$ cat src/rtl/prc_pkg.sv
// ----------------------------------------------------------------------------
// prc_pkg
// Shared types, constants and helpers for the rectangle polygon clipper.
// ----------------------------------------------------------------------------
package prc_pkg;

	localparam int MaxInVerts = 16;
	localparam int ListDepth  = 32;
	localparam int MaxOut     = 32;
	localparam int AddrW      = $clog2(ListDepth);
	localparam int CntW       = $clog2(ListDepth + 1);
	localparam int NumPasses  = 4;
	localparam int PassW      = 3;
	localparam int NumW       = 34;
	localparam int DenW       = 17;

	localparam logic [1:0] REG_XMIN = 2'd0;
	localparam logic [1:0] REG_YMIN = 2'd1;
	localparam logic [1:0] REG_XMAX = 2'd2;
	localparam logic [1:0] REG_YMAX = 2'd3;

	localparam logic [1:0] PASS_TOP    = 2'd0;
	localparam logic [1:0] PASS_RIGHT  = 2'd1;
	localparam logic [1:0] PASS_BOTTOM = 2'd2;
	localparam logic [1:0] PASS_LEFT   = 2'd3;

	typedef enum logic [3:0] {
		ST_LOAD,
		ST_PSTART,
		ST_RD0,
		ST_RD0W,
		ST_RDN,
		ST_RDNW,
		ST_EDGE,
		ST_MUL,
		ST_DIVS,
		ST_DIV,
		ST_PUSHX,
		ST_PUSHP,
		ST_ADV,
		ST_PEND,
		ST_ERD,
		ST_EOUT
	} state_t;

	typedef struct packed {
		logic             load_we;
		logic             cap_first;
		logic             cap_cur;
		logic             use_first;
		logic             mul_go;
		logic             div_start;
		logic             push_x;
		logic             push_p;
		logic             adv;
		logic             out_load;
		logic             out_empty;
		logic             out_last;
		logic             ovf;
		logic [1:0]       pass;
		logic [AddrW-1:0] rd_addr;
		logic [AddrW-1:0] wr_addr;
	} cmd_t;

	typedef struct packed {
		logic sin;
		logic pin;
		logic div_done;
	} status_t;

	function automatic logic is_inside(input logic [1:0] pass,
			input logic signed [15:0] x, input logic signed [15:0] y,
			input logic signed [15:0] xmin, input logic signed [15:0] ymin,
			input logic signed [15:0] xmax, input logic signed [15:0] ymax);
		logic r;
		case (pass)
			PASS_TOP:    r = (y >= ymin);
			PASS_RIGHT:  r = (x <= xmax);
			PASS_BOTTOM: r = (y <= ymax);
			default:     r = (x >= xmin);
		endcase
		return r;
	endfunction

endpackage

$ cat src/rtl/prc_ram.sv
// ----------------------------------------------------------------------------
// prc_ram
// Generic single-write, single-read RAM with registered read data.
// ----------------------------------------------------------------------------
module prc_ram #(
	parameter int Width = 32,
	parameter int Depth = 32
) (
	input  logic                     clk,
	input  logic                     we,
	input  logic [$clog2(Depth)-1:0] waddr,
	input  logic [Width-1:0]         wdata,
	input  logic [$clog2(Depth)-1:0] raddr,
	output logic [Width-1:0]         rdata
);

	logic [Width-1:0] mem_q [Depth];

	always_ff @(posedge clk) begin
		if (we) begin
			mem_q[waddr] <= wdata;
		end
		rdata <= mem_q[raddr];
	end

endmodule

$ cat src/rtl/prc_div.sv
// ----------------------------------------------------------------------------
// prc_div
// Unsigned restoring divider, one quotient bit per cycle.
// ----------------------------------------------------------------------------
module prc_div (
	input  logic                        clk,
	input  logic                        arst_n,
	input  logic                        start,
	input  logic [prc_pkg::NumW-1:0]    num,
	input  logic [prc_pkg::DenW-1:0]    den,
	output logic                        done,
	output logic [prc_pkg::NumW-1:0]    quo
);

	localparam int StepW = $clog2(prc_pkg::NumW);

	logic                      busy_q;
	logic                      done_q;
	logic [StepW-1:0]          step_q;
	logic [prc_pkg::DenW:0]    rem_q;
	logic [prc_pkg::DenW-1:0]  den_q;
	logic [prc_pkg::NumW-1:0]  quo_q;
	logic [prc_pkg::DenW:0]    trial;
	logic                      ge;

	assign trial = {rem_q[prc_pkg::DenW-1:0], quo_q[prc_pkg::NumW-1]};
	assign ge    = (trial >= {1'b0, den_q});

	always_ff @(posedge clk or negedge arst_n) begin
		if (!arst_n) begin
			busy_q <= 1'b0;
			done_q <= 1'b0;
			step_q <= '0;
		end else begin
			done_q <= 1'b0;
			if (start) begin
				busy_q <= 1'b1;
				step_q <= '0;
			end else if (busy_q) begin
				step_q <= step_q + 1'b1;
				if (step_q == StepW'(prc_pkg::NumW - 1)) begin
					busy_q <= 1'b0;
					done_q <= 1'b1;
				end
			end
		end
	end

	always_ff @(posedge clk) begin
		if (start) begin
			rem_q <= '0;
			den_q <= den;
			quo_q <= num;
		end else if (busy_q) begin
			rem_q <= ge ? (trial - {1'b0, den_q}) : trial;
			quo_q <= {quo_q[prc_pkg::NumW-2:0], ge};
		end
	end

	assign done = done_q;
	assign quo  = quo_q;

endmodule

$ cat src/rtl/prc_datapath.sv
// ----------------------------------------------------------------------------
// prc_datapath
// Window registers, vertex lists, edge registers, crossing arithmetic and
// output register.
// ----------------------------------------------------------------------------
module prc_datapath (
	input  logic                clk,
	input  logic                arst_n,
	input  logic                cfg_we,
	input  logic [1:0]          cfg_index,
	input  logic [15:0]         cfg_data,
	input  logic [31:0]         vin,
	input  prc_pkg::cmd_t       cmd,
	output prc_pkg::status_t    sts,
	output logic [31:0]         out_xy,
	output logic                out_last,
	output logic [1:0]          out_flags
);

	logic signed [15:0] xmin_q, ymin_q, xmax_q, ymax_q;
	logic [31:0] first_q, prev_q, cur_q;
	logic [31:0] rd_a, rd_b, rdata, wdata;
	logic        we_a, we_b;
	logic signed [15:0] px, py, cx, cy, c0, c1, o0, o1, bnd;
	logic signed [16:0] db, dob, dden;
	logic signed [33:0] prod;
	logic signed [33:0] prod_s1;
	logic signed [16:0] den_s1;
	logic signed [15:0] o0_s1, bnd_s1;
	logic [prc_pkg::NumW-1:0] num_mag, quo;
	logic [prc_pkg::DenW-1:0] den_mag;
	logic        div_done;
	logic [15:0] qv, cross_o;
	logic [31:0] cross_xy;
	logic [31:0] oxy_q;
	logic        olast_q, oempty_q, oovf_q;

	always_ff @(posedge clk or negedge arst_n) begin
		if (!arst_n) begin
			xmin_q <= 16'sd0;
			ymin_q <= 16'sd0;
			xmax_q <= 16'sd639;
			ymax_q <= 16'sd479;
		end else if (cfg_we) begin
			case (cfg_index)
				prc_pkg::REG_XMIN: xmin_q <= cfg_data;
				prc_pkg::REG_YMIN: ymin_q <= cfg_data;
				prc_pkg::REG_XMAX: xmax_q <= cfg_data;
				prc_pkg::REG_YMAX: ymax_q <= cfg_data;
				default: ;
			endcase
		end
	end

	// odd passes read bank b and write bank a, even passes the other way
	assign we_a  = cmd.load_we | ((cmd.push_x | cmd.push_p) & cmd.pass[0]);
	assign we_b  = (cmd.push_x | cmd.push_p) & ~cmd.pass[0];
	assign wdata = cmd.load_we ? vin : (cmd.push_x ? cross_xy : cur_q);
	assign rdata = cmd.pass[0] ? rd_b : rd_a;

	prc_ram #(.Width(32), .Depth(prc_pkg::ListDepth)) u_ram_a (
		.clk   (clk),
		.we    (we_a),
		.waddr (cmd.wr_addr),
		.wdata (wdata),
		.raddr (cmd.rd_addr),
		.rdata (rd_a)
	);

	prc_ram #(.Width(32), .Depth(prc_pkg::ListDepth)) u_ram_b (
		.clk   (clk),
		.we    (we_b),
		.waddr (cmd.wr_addr),
		.wdata (wdata),
		.raddr (cmd.rd_addr),
		.rdata (rd_b)
	);

	always_ff @(posedge clk) begin
		if (cmd.cap_first) begin
			first_q <= rdata;
			prev_q  <= rdata;
		end
		if (cmd.cap_cur) begin
			cur_q <= cmd.use_first ? first_q : rdata;
		end
		if (cmd.adv) begin
			prev_q <= cur_q;
		end
	end

	assign px = prev_q[15:0];
	assign py = prev_q[31:16];
	assign cx = cur_q[15:0];
	assign cy = cur_q[31:16];

	assign sts.sin = prc_pkg::is_inside(cmd.pass, px, py, xmin_q, ymin_q, xmax_q, ymax_q);
	assign sts.pin = prc_pkg::is_inside(cmd.pass, cx, cy, xmin_q, ymin_q, xmax_q, ymax_q);
	assign sts.div_done = div_done;

	// horizontal boundaries test y and solve for x, vertical ones the reverse
	always_comb begin
		case (cmd.pass)
			prc_pkg::PASS_TOP:    bnd = ymin_q;
			prc_pkg::PASS_RIGHT:  bnd = xmax_q;
			prc_pkg::PASS_BOTTOM: bnd = ymax_q;
			default:              bnd = xmin_q;
		endcase
	end

	assign c0 = cmd.pass[0] ? px : py;
	assign c1 = cmd.pass[0] ? cx : cy;
	assign o0 = cmd.pass[0] ? py : px;
	assign o1 = cmd.pass[0] ? cy : cx;

	assign db   = 17'(bnd) - 17'(c0);
	assign dob  = 17'(o1) - 17'(o0);
	assign dden = 17'(c1) - 17'(c0);
	assign prod = db * dob;

	always_ff @(posedge clk) begin
		if (cmd.mul_go) begin
			prod_s1 <= prod;
			den_s1  <= dden;
			o0_s1   <= o0;
			bnd_s1  <= bnd;
		end
	end

	assign num_mag = prod_s1[33] ? 34'(-prod_s1) : 34'(prod_s1);
	assign den_mag = den_s1[16] ? 17'(-den_s1) : 17'(den_s1);

	prc_div u_div (
		.clk    (clk),
		.arst_n (arst_n),
		.start  (cmd.div_start),
		.num    (num_mag),
		.den    (den_mag),
		.done   (div_done),
		.quo    (quo)
	);

	// truncation toward zero: negate the magnitude quotient
	assign qv       = (prod_s1[33] ^ den_s1[16]) ? (16'd0 - quo[15:0]) : quo[15:0];
	assign cross_o  = o0_s1 + qv;
	assign cross_xy = cmd.pass[0] ? {cross_o, bnd_s1} : {bnd_s1, cross_o};

	always_ff @(posedge clk) begin
		if (cmd.out_load) begin
			oxy_q    <= cmd.out_empty ? 32'd0 : rdata;
			olast_q  <= cmd.out_last;
			oempty_q <= cmd.out_empty;
			oovf_q   <= cmd.ovf;
		end
	end

	assign out_xy    = oxy_q;
	assign out_last  = olast_q;
	assign out_flags = {oovf_q, oempty_q};

endmodule

$ cat src/rtl/prc_ctrl.sv
// ----------------------------------------------------------------------------
// prc_ctrl
// Sequencer for loading, the four clip passes and emission of results.
// ----------------------------------------------------------------------------
module prc_ctrl (
	input  logic                 clk,
	input  logic                 arst_n,
	input  logic                 in_valid,
	input  logic                 in_last,
	output logic                 in_ready,
	output logic                 out_valid,
	input  logic                 out_ready,
	input  prc_pkg::status_t     sts,
	output prc_pkg::cmd_t        cmd
);

	localparam int CW = prc_pkg::CntW;
	localparam int AW = prc_pkg::AddrW;

	prc_pkg::state_t state_q, state_d;
	logic [CW-1:0] n_q, n_d, j_q, j_d, k_q, k_d;
	logic [prc_pkg::PassW-1:0] pass_q, pass_d;
	logic ovf_q, ovf_d;
	logic [CW-1:0] j_inc;
	// output register fills the cycle after the read address is issued
	logic eload_q;
	logic elast_q;

	assign j_inc = j_q + 1'b1;

	always_ff @(posedge clk or negedge arst_n) begin
		if (!arst_n) begin
			state_q <= prc_pkg::ST_LOAD;
			n_q     <= '0;
			j_q     <= '0;
			k_q     <= '0;
			pass_q  <= '0;
			ovf_q   <= 1'b0;
		end else begin
			state_q <= state_d;
			n_q     <= n_d;
			j_q     <= j_d;
			k_q     <= k_d;
			pass_q  <= pass_d;
			ovf_q   <= ovf_d;
		end
	end

	always_comb begin
		state_d   = state_q;
		n_d       = n_q;
		j_d       = j_q;
		k_d       = k_q;
		pass_d    = pass_q;
		ovf_d     = ovf_q;
		cmd       = '0;
		cmd.pass  = pass_q[1:0];
		cmd.ovf   = ovf_q;
		cmd.rd_addr = j_q[AW-1:0];
		cmd.wr_addr = k_q[AW-1:0];
		in_ready  = 1'b0;
		out_valid = 1'b0;
		case (state_q)
			prc_pkg::ST_LOAD: begin
				in_ready    = 1'b1;
				cmd.wr_addr = n_q[AW-1:0];
				if (in_valid) begin
					if (n_q < CW'(prc_pkg::MaxInVerts) && n_q < CW'(prc_pkg::ListDepth)) begin
						cmd.load_we = 1'b1;
						n_d = n_q + 1'b1;
					end else begin
						ovf_d = 1'b1;
					end
					if (in_last) begin
						pass_d  = '0;
						state_d = prc_pkg::ST_PSTART;
					end
				end
			end
			prc_pkg::ST_PSTART: begin
				j_d = '0;
				k_d = '0;
				state_d = (n_q == '0) ? prc_pkg::ST_PEND : prc_pkg::ST_RD0;
			end
			prc_pkg::ST_RD0: begin
				cmd.rd_addr = '0;
				state_d = prc_pkg::ST_RD0W;
			end
			prc_pkg::ST_RD0W: begin
				cmd.cap_first = 1'b1;
				state_d = prc_pkg::ST_RDN;
			end
			prc_pkg::ST_RDN: begin
				cmd.rd_addr = j_inc[AW-1:0];
				state_d = prc_pkg::ST_RDNW;
			end
			prc_pkg::ST_RDNW: begin
				cmd.cap_cur   = 1'b1;
				cmd.use_first = (j_inc == n_q);
				state_d = prc_pkg::ST_EDGE;
			end
			prc_pkg::ST_EDGE: begin
				if (sts.sin != sts.pin) begin
					state_d = prc_pkg::ST_MUL;
				end else if (sts.pin) begin
					state_d = prc_pkg::ST_PUSHP;
				end else begin
					state_d = prc_pkg::ST_ADV;
				end
			end
			prc_pkg::ST_MUL: begin
				cmd.mul_go = 1'b1;
				state_d = prc_pkg::ST_DIVS;
			end
			prc_pkg::ST_DIVS: begin
				cmd.div_start = 1'b1;
				state_d = prc_pkg::ST_DIV;
			end
			prc_pkg::ST_DIV: begin
				if (sts.div_done) begin
					state_d = prc_pkg::ST_PUSHX;
				end
			end
			prc_pkg::ST_PUSHX: begin
				if (k_q < CW'(prc_pkg::ListDepth)) begin
					cmd.push_x = 1'b1;
					k_d = k_q + 1'b1;
				end else begin
					ovf_d = 1'b1;
				end
				state_d = sts.pin ? prc_pkg::ST_PUSHP : prc_pkg::ST_ADV;
			end
			prc_pkg::ST_PUSHP: begin
				if (k_q < CW'(prc_pkg::ListDepth)) begin
					cmd.push_p = 1'b1;
					k_d = k_q + 1'b1;
				end else begin
					ovf_d = 1'b1;
				end
				state_d = prc_pkg::ST_ADV;
			end
			prc_pkg::ST_ADV: begin
				cmd.adv = 1'b1;
				j_d = j_inc;
				state_d = (j_inc == n_q) ? prc_pkg::ST_PEND : prc_pkg::ST_RDN;
			end
			prc_pkg::ST_PEND: begin
				n_d = k_q;
				j_d = '0;
				if (pass_q == prc_pkg::PassW'(prc_pkg::NumPasses - 1)) begin
					// even number of passes: the result sits in bank a again
					pass_d = '0;
					if (k_q == '0) begin
						cmd.out_load  = 1'b1;
						cmd.out_empty = 1'b1;
						cmd.out_last  = 1'b1;
						state_d = prc_pkg::ST_EOUT;
					end else begin
						state_d = prc_pkg::ST_ERD;
					end
				end else begin
					pass_d  = pass_q + 1'b1;
					state_d = prc_pkg::ST_PSTART;
				end
			end
			prc_pkg::ST_ERD: begin
				state_d = prc_pkg::ST_EOUT;
				cmd.rd_addr = j_q[AW-1:0];
				if (n_q > CW'(prc_pkg::MaxOut)) begin
					ovf_d = 1'b1;
				end
			end
			prc_pkg::ST_EOUT: begin
				if (eload_q) begin
					// read data has arrived: fill the output register first
					cmd.out_load = 1'b1;
					cmd.out_last = elast_q;
				end else begin
					out_valid = 1'b1;
					if (out_ready) begin
						if (n_q == '0 || j_inc == n_q || j_inc == CW'(prc_pkg::MaxOut)) begin
							n_d     = '0;
							j_d     = '0;
							ovf_d   = 1'b0;
							state_d = prc_pkg::ST_LOAD;
						end else begin
							j_d     = j_inc;
							state_d = prc_pkg::ST_ERD;
						end
					end
				end
			end
			default: state_d = prc_pkg::ST_LOAD;
		endcase
	end

	always_ff @(posedge clk or negedge arst_n) begin
		if (!arst_n) begin
			eload_q <= 1'b0;
			elast_q <= 1'b0;
		end else begin
			eload_q <= (state_q == prc_pkg::ST_ERD);
			elast_q <= (j_inc == n_q) || (j_inc == CW'(prc_pkg::MaxOut));
		end
	end

endmodule

$ cat src/rtl/polygon_rect_clipper_top.sv
// ----------------------------------------------------------------------------
// polygon_rect_clipper_top
// Sutherland-Hodgman clipper of a closed polygon against a rectangle window.
// ----------------------------------------------------------------------------
// Vertices load at one per cycle; the one with tlast closes the polygon and
// starts four clip passes (top, right, bottom, left). In each pass, every
// edge that crosses the boundary runs the bit-serial divider that finds the
// crossing point. Results then leave one at a time, each read from the list
// only after the one before has been accepted, the final one with tlast; a
// polygon clipped away gives one item with the empty flag set. No new vertex
// is taken from the end of loading until the last result has been accepted.
module polygon_rect_clipper_top (
	input  logic        clk,
	input  logic        arst_n,
	input  logic        cfg_we,
	input  logic [1:0]  cfg_index,
	input  logic [15:0] cfg_data,
	input  logic        s_tvalid,
	output logic        s_tready,
	input  logic [31:0] s_tdata,   // vertex_x, vertex_y
	input  logic        s_tlast,   // final_vertex
	output logic        m_tvalid,
	input  logic        m_tready,
	output logic [31:0] m_tdata,   // out_x, out_y
	output logic        m_tlast,   // out_last
	output logic [1:0]  m_tuser    // clipped_away, store_overflow
);

	prc_pkg::cmd_t    cmd;
	prc_pkg::status_t sts;

	prc_ctrl u_ctrl (
		.clk       (clk),
		.arst_n    (arst_n),
		.in_valid  (s_tvalid),
		.in_last   (s_tlast),
		.in_ready  (s_tready),
		.out_valid (m_tvalid),
		.out_ready (m_tready),
		.sts       (sts),
		.cmd       (cmd)
	);

	prc_datapath u_dp (
		.clk       (clk),
		.arst_n    (arst_n),
		.cfg_we    (cfg_we),
		.cfg_index (cfg_index),
		.cfg_data  (cfg_data),
		.vin       (s_tdata),
		.cmd       (cmd),
		.sts       (sts),
		.out_xy    (m_tdata),
		.out_last  (m_tlast),
		.out_flags (m_tuser)
	);

endmodule
$ cat config.mk
export PLATFORM = sky130hd
export DESIGN_NAME = polygon_rect_clipper_top
export DESIGN_NICKNAME = d
export VERILOG_FILES = /design/src/rtl/prc_pkg.sv /design/src/rtl/prc_ram.sv /design/src/rtl/prc_div.sv /design/src/rtl/prc_datapath.sv /design/src/rtl/prc_ctrl.sv /design/src/rtl/polygon_rect_clipper_top.sv
export SDC_FILE = /design/constraint.sdc
export NUM_CORES = 2
export LEC_CHECK = 0
export BUFFER_PORTS_ARGS = -buffer_cell sky130_fd_sc_hd__clkbuf_2
export CAP_MARGIN = 10
export CORE_MARGIN = 4
export CORE_UTILIZATION = 58
export CTS_CLUSTER_DIAMETER = 60
export CTS_CLUSTER_SIZE = 14
export DETAILED_ROUTE_END_ITERATION = 12
export PLACE_DENSITY = 0.82
export SKIP_CTS_REPAIR_TIMING = 1
export SYNTH_ARGS = -nofsm -noshare
export SYNTH_HDL_FRONTEND = slang
export SYNTH_SLANG_ARGS = --single-unit
$ cat constraint.sdc
create_clock -name clk -period 10.52 [get_ports clk]
set_input_delay 0.526 -clock clk [delete_from_list [all_inputs] [get_ports clk]]
set_output_delay 0.526 -clock clk [all_outputs]
set_load 0.02 [all_outputs]
* After elaboration in Yosys (flattened, before gate mapping) *
Memories as Yosys holds them, arrays and structs flattened. A register that Yosys moved wholly into a read port is not among the register bits.
Cells that the tools add are included.

operators by class
  $add $sub $neg = 13
  $mul = 1
  $lt $le $gt $ge = 13
  equality and inequality tests = 36
  multiplexer cells = 92
  bitwise operators = 6
  reduce and logical (&&, ||, !) cells = 28

operator list
  operator                                                               number
  32-bit two-way mux                                                     7
  34-bit two-way mux                                                     3
  16-bit two-way mux                                                     6
  6-bit two-way mux                                                      11
  16-bit >= comparator                                                   4
  16-bit <= comparator                                                   4
  4-bit case mux with 16 select lines                                    1
  16-bit by 16-bit subtractor with 17-bit output                         3
  16-bit case mux with 3 select lines                                    1
  4-bit two-way mux                                                      10
  6-bit case mux with 3 select lines                                     2
  17-bit by 17-bit multiplier with 34-bit output                         1
  1-bit two-way mux                                                      34
  34-bit negation                                                        1
  4-bit equality test, second input constant                             8
  6-bit by 1-bit adder with 6-bit output, second input constant          4
  18-bit by 17-bit >= comparator with 1-bit output                       1
  3-bit two-way mux                                                      6
  17-bit two-way mux                                                     1
  17-bit negation                                                        1
  17-bit subtractor                                                      1
  16-bit adder                                                           1
  4-bit by 3-bit equality test with 1-bit output, second input constant  4
  1-bit by 16-bit subtractor with 16-bit output, first input constant    1
  other kinds (40)                                                       73

word-level totals
  flip-flop bits (word level) = 382
  memory bits (writable) = 2048
  output and inout port bits = 37
  logic and storage cells = 221
  memories kept = 2

memories
  name                depth  width  rd ports  clocked after Yosys merged registers in  write ports  line           RTL
  u_dp.u_ram_a.mem_q  32     32     1         1                                        1            prc_ram.sv:17  logic [Width-1:0] mem_q [Depth];
  u_dp.u_ram_b.mem_q  32     32     1         1                                        1            prc_ram.sv:17

* Depth between registers and ports, before layout *
  depth after elaboration = 8
  depth in mapped cells = 42
  depth with buffers taken out = 39

* Cells and area by module *
Synthesis repeated with hierarchy kept, for this count alone.

unflattened totals
  cell total of the unflattened synthesis = 8225
  area total of the unflattened synthesis = 117781.7 um^2

modules (own cells, without submodules)
  module                  times used  cells an instance  area an instance (um^2)  sequential area each (um^2)
  prc_ram (u_dp.u_ram_a)  1           2260               40492.6                  31390.1
  prc_ram (u_dp.u_ram_b)  1           2260               40491.3                  31390.1
  prc_datapath            1           3052               30556.8                  8047.7
  prc_div                 1           360                3995.1                   2072.0
  prc_ctrl                1           293                2245.9                   700.7

* Least setup slack after synthesis *
Ideal clock, no wire load.

  path kind = register to register
  from = register u_ctrl.pass_q[0] (netlist bit)
  to = register u_dp.prod_s1[33] (data pin)
  library setup time = 0.260 ns
  data arrival time = 9.681 ns
  required time = 10.260 ns
  setup slack = 0.579 ns
  cell stages (with the launch flop) = 38
  buffers on the path = 5
  clock period less this slack = 9.941 ns
  cells stage by stage = dfrtp_1 -> clkbuf_1 -> inv_2 -> clkbuf_1 -> ha_1 -> clkbuf_1 -> clkbuf_1 -> a222oi_1 -> mux2i_1 -> fa_1 -> a21o_1 -> a21oi_1 -> o21bai_1 -> a21oi_1 -> a221o_1 -> a31oi_1 -> o21ai_0 -> a21o_1 -> (+2 left out) -> fa_1 -> inv_1 -> fa_1 -> fa_1 -> fa_1 -> fa_1 -> inv_1 -> fa_1 -> inv_1 -> ha_1 -> o21ai_0 -> nor2_1 -> o41ai_1 -> a31oi_1 -> a2111oi_0 -> o21bai_1 -> a21oi_1 -> xnor2_1

between the ends
  cells in the longest elaborated chain, start to end = 4
  elaborated cells on any way between the ends = 10
  classes of those cells = add/sub: 2; mul: 1; eq/ne: 2; mux: 4; reduce/logical: 1

RTL lines
  item                                                line                 RTL
  start, declared                                     prc_ctrl.sv:22       logic [prc_pkg::PassW-1:0] pass_q, pass_d;
  start signal, assigned                              prc_ctrl.sv:44       pass_q <= pass_d;
  2-bit equality test (tied with other cells)         prc_datapath.sv:103  case (cmd.pass)
  16-bit case mux with 3 select lines (*)             prc_datapath.sv:103
  via u_dp.bnd[1]                                     prc_datapath.sv:24   logic signed [15:0] px, py, cx, cy, c0, c1, o0, o1, bnd;
  16-bit by 16-bit subtractor with 17-bit output (*)  prc_datapath.sv:116  assign db = 17'(bnd) - 17'(c0);
  17-bit by 17-bit multiplier with 34-bit output (*)  prc_datapath.sv:119  assign prod = db * dob;
  via u_dp.prod[33]                                   prc_datapath.sv:26   logic signed [33:0] prod;
  end signal, assigned                                prc_datapath.sv:123  prod_s1 <= prod;
  end, declared                                       prc_datapath.sv:27   logic signed [33:0] prod_s1;

Mark *: on every way through the listed nets, which the timed path passes. The rest lies on a longest branch.
A chain may end at the register's enable or synchronous reset.

* Worst setup path in the final report *
  from = register u_ctrl.pass_q[0] (netlist bit)
  to = register u_dp.prod_s1[32] (data pin)

The elaborated chain is that of the path after synthesis.

==> out/metrics.csv <==
stage,metric,value,unit
detailed_routing,via count,81200,
logic_synthesis,Yosys reg bits,2494,
detailed_routing,DRC violations left,0,
placement,gp weighted congestion,1.028,
sta,worst hold slack,7.639,ps
logic_synthesis,most numerous cell in the Yosys netlist,edfxtp_1,
worst_setup_path,"most used cell, CP",fa_1,
logic_synthesis,Post-Syn Nets,10190,
logic_synthesis,Yosys top cell area share,0.5903,
detailed_routing,Routed Antenna Nets,0,
global_route,largest net degree at the start of global routing,173,
layout,layout cells sized above 1,0.08957,
floorplan,die height,458.4,um
detailed_routing,WL final,356400,um
worst_hold_path,HP Class,input pin to flip-flop,
logic_synthesis,Synth cell types,76,
sta,Final Cycle Share,0.9604,
floorplan,die footprint,210100,um2
logic_synthesis,Mapped Area,117700,um2
placement,Setup WS pre-CTS,295.5,ps
detailed_routing,vias per cell,6.543,
job,Max-Cap Viols,0,
detailed_routing,drt wl/cell,28.71,um
sta,Tmin final,10100,ps
worst_setup_path,critical path launch point type,flip-flop,
worst_setup_path,"slowest stage delay, CP",560,ps
worst_setup_path,CP Class,flip-flop to flip-flop,
floorplan,core area,201900,um2
layout,Final nets,10240,
worst_setup_path,critical path endpoint category,flip-flop,
logic_synthesis,Cells after Synth,9519,
clocking,# H-tree levels,4,
logic_synthesis,synth warn,0,
clocking,CTS buffer count,209,
clocking,root buf cell,clkbuf_16,
logic_synthesis,post-synthesis sequential area ratio,0.6255,
floorplan,row count,165,
worst_setup_path,Critical-path top delay cell,fa_1,
logic_synthesis,"Avg Cell Area, Syn",12.36,um2
logic_synthesis,most common flop cell mapped by yosys,edfxtp_1,
sta,Peak Freq,98.98,MHz
worst_setup_path,reg2reg path depth,34,
global_route,first-pass GRT wire length,518200,um
sta,Max Slew Vio Count,0,
sta,RSZ-0062 raised after global routing,no,
layout,fillcell total,14300,
clocking,CTS tree,yes,
floorplan,Die X,458.4,um
global_route,Congestion Overflow GR,0,
logic_synthesis,"area leader, netlist",edfxtp_1,
status,status,finished clean,
layout,area grow syn2layout,9.722,%
worst_hold_path,Hold Path Stages,3,
worst_setup_path,Critical Path RT,11130,ps
clocking,CTS sink count,2494,
global_route,GRT Util Overall,0.3347,
sta,worst rel slew slack,0.1402,
logic_synthesis,"FFs w/ async S/R, synth",0.04010,
clocking,clk buf depth,3,
logic_synthesis,main area contributors after synthesis,"edfxtp_1 (59%), nand2_1 (5.9%), fa_1 (5.1%)",
worst_setup_path,worst-path fanout max,10,
sta,clock skew,57.64,ps
global_route,initial antenna violation count,13,
global_route,number of global-route vias before repair,79900,
floorplan,I/O pin cnt,93,
placement,Detailed Place HPWL,217900,um
sta,Sum Neg Setup Slack,0,ps
logic_synthesis,number of synthesized flops with an enable pin,2313,
detailed_routing,First-pass DRT Iterations,8,
sta,Worst Max-Slew Pin Slew,1254,ps
sta,Fin. Hold Viols,0,
placement,input/output buffers,92,
clocking,Worst-path clk slew,70,ps
sta,Final setup viols,0,
worst_setup_path,worst path arrival time,10710,ps
logic_synthesis,most frequent cells after synthesis,"edfxtp_1 (2313), nand2_1 (1837), inv_1 (534)",
detailed_routing,Iteration-0 DRC Markers,12590,
floorplan,initial core utilization,0.5828,
sta,post-route setup slack,416.4,ps
clocking,Worst-Skew Late Latency,880,ps
## metrics by stage
step / area (um2) / std cells / utilization
finish: 129100 / 12410 / 0.6395
global route: 129100 / 12410 / 0.6394
CTS: 129000 / 12400 / 0.6388
detailed placement: 122600 / 12020 / 0.6072
global placement: 122600 / 12020 / 0.6071
floorplan: 117700 / 9519 / -
## worst max-delay path: cells and delay by family (launching register included)
family	cells	cell delay [ps]
adders and majority gates	9	3990
AOI/OAI and AO/OA	14	4070
DFF	1	450
and+or+nand+nor	3	540
muxes	1	210
xor gates and xnor gates	1	80
buffers and inverters	6	520
## registers in the layout, summed over array words and instances, names as in the netlist, 4 cells and up
register / flops
u_dp.ymax_q: 16
u_dp.u_div.step_q: 6
u_dp.den_s1: 17
u_ctrl.n_q: 6
u_ctrl.k_q: 6
u_dp.u_ram_a.rdata: 32
u_dp.xmax_q: 16
u_dp.o0_s1: 16
u_dp.u_ram_b.mem_q: 1024
u_dp.cur_q: 32
u_ctrl.j_q: 6
u_dp.u_div.den_q: 17
u_dp.prev_q: 32
u_dp.u_ram_b.rdata: 32
u_dp.prod_s1: 34
u_dp.bnd_s1: 16
u_dp.ymin_q: 16
u_dp.u_div.quo: 34
u_dp.first_q: 32
u_dp.u_ram_a.mem_q: 1024
u_dp.xmin_q: 16
u_dp.u_div.rem_q: 17
u_dp.out_xy: 32
u_ctrl.state_q: 4
## worst paths after layout
path / startpoint / end / slack, ps
min: cfg_data[3] / u_dp.xmin_q[3] / 8
min in group asynchronous: arst_n / u_ctrl.j_q[1] / 210
max in group asynchronous: arst_n / u_ctrl.pass_q[0] / 9050
max reg2reg: u_ctrl.pass_q[0] / u_dp.prod_s1[32] / 420
min reg2reg: u_ctrl.ovf_q / u_dp.oovf_q / 460
max: u_ctrl.pass_q[0] / u_dp.prod_s1[32] / 420
## logic make-up (layout without fill, tap and decap cells)
logic type / Yosys count / in the layout / synth area share
buffers and inverters: 1044 / 1260 / 0.03356
muxes: 527 / 527 / 0.04606
and+or+nand+nor: 3207 / 3207 / 0.1179
other: 0 / 4 / 0
adders and majority gates: 610 / 610 / 0.08413
DFF: 2494 / 2494 / 0.6255
AOI/OAI and AO/OA: 1451 / 1451 / 0.07905
xor gates and xnor gates: 186 / 186 / 0.01384
## final cells by class
class / instances / area, um2 / area share
inverter: 536 / 2012 / 0.01558
antenna: 4 / 10.01 / 0.00007753
sequential: 2494 / 73600 / 0.5701
clock buffer: 343 / 5847 / 0.04529
tap: 2672 / 3343 / 0.02589
multi-input combinational: 5981 / 41170 / 0.3189
timing repair buffer: 347 / 2577 / 0.01996
clock inverter: 34 / 544.3 / 0.004216
## metal layers
metal	global-route usage	routed length, um
met5	0	22
met4	0.1885	23450
met3	0.07560	44390
met2	0.5253	163700
met1	0.4344	124800
## placed cells by master (no fill, tap or decap), types with 65 or more instances in the layout
cell type / instances
clkbuf_16: 212
buf_4: 232
clkbuf_2: 91
xor2_1: 72
and3_1: 168
inv_1: 534
o221ai_1: 138
dfrtp_1: 83
nand3_1: 394
mux2i_1: 411
fa_1: 302
nor3_1: 104
ha_1: 308
nand2_1: 1830
nor2_1: 351
xnor2_1: 111
nor2_4: 65
a21oi_1: 402
nand4_1: 88
o21ai_0: 266
clkbuf_1: 126
a31oi_1: 145
mux2_2: 116
edfxtp_1: 2313
a21o_1: 70
dfxtp_1: 81
Power is left out: the tool's default activity adds up to more than one toggle a clock period on the data nets, which glitch-free logic cannot reach.
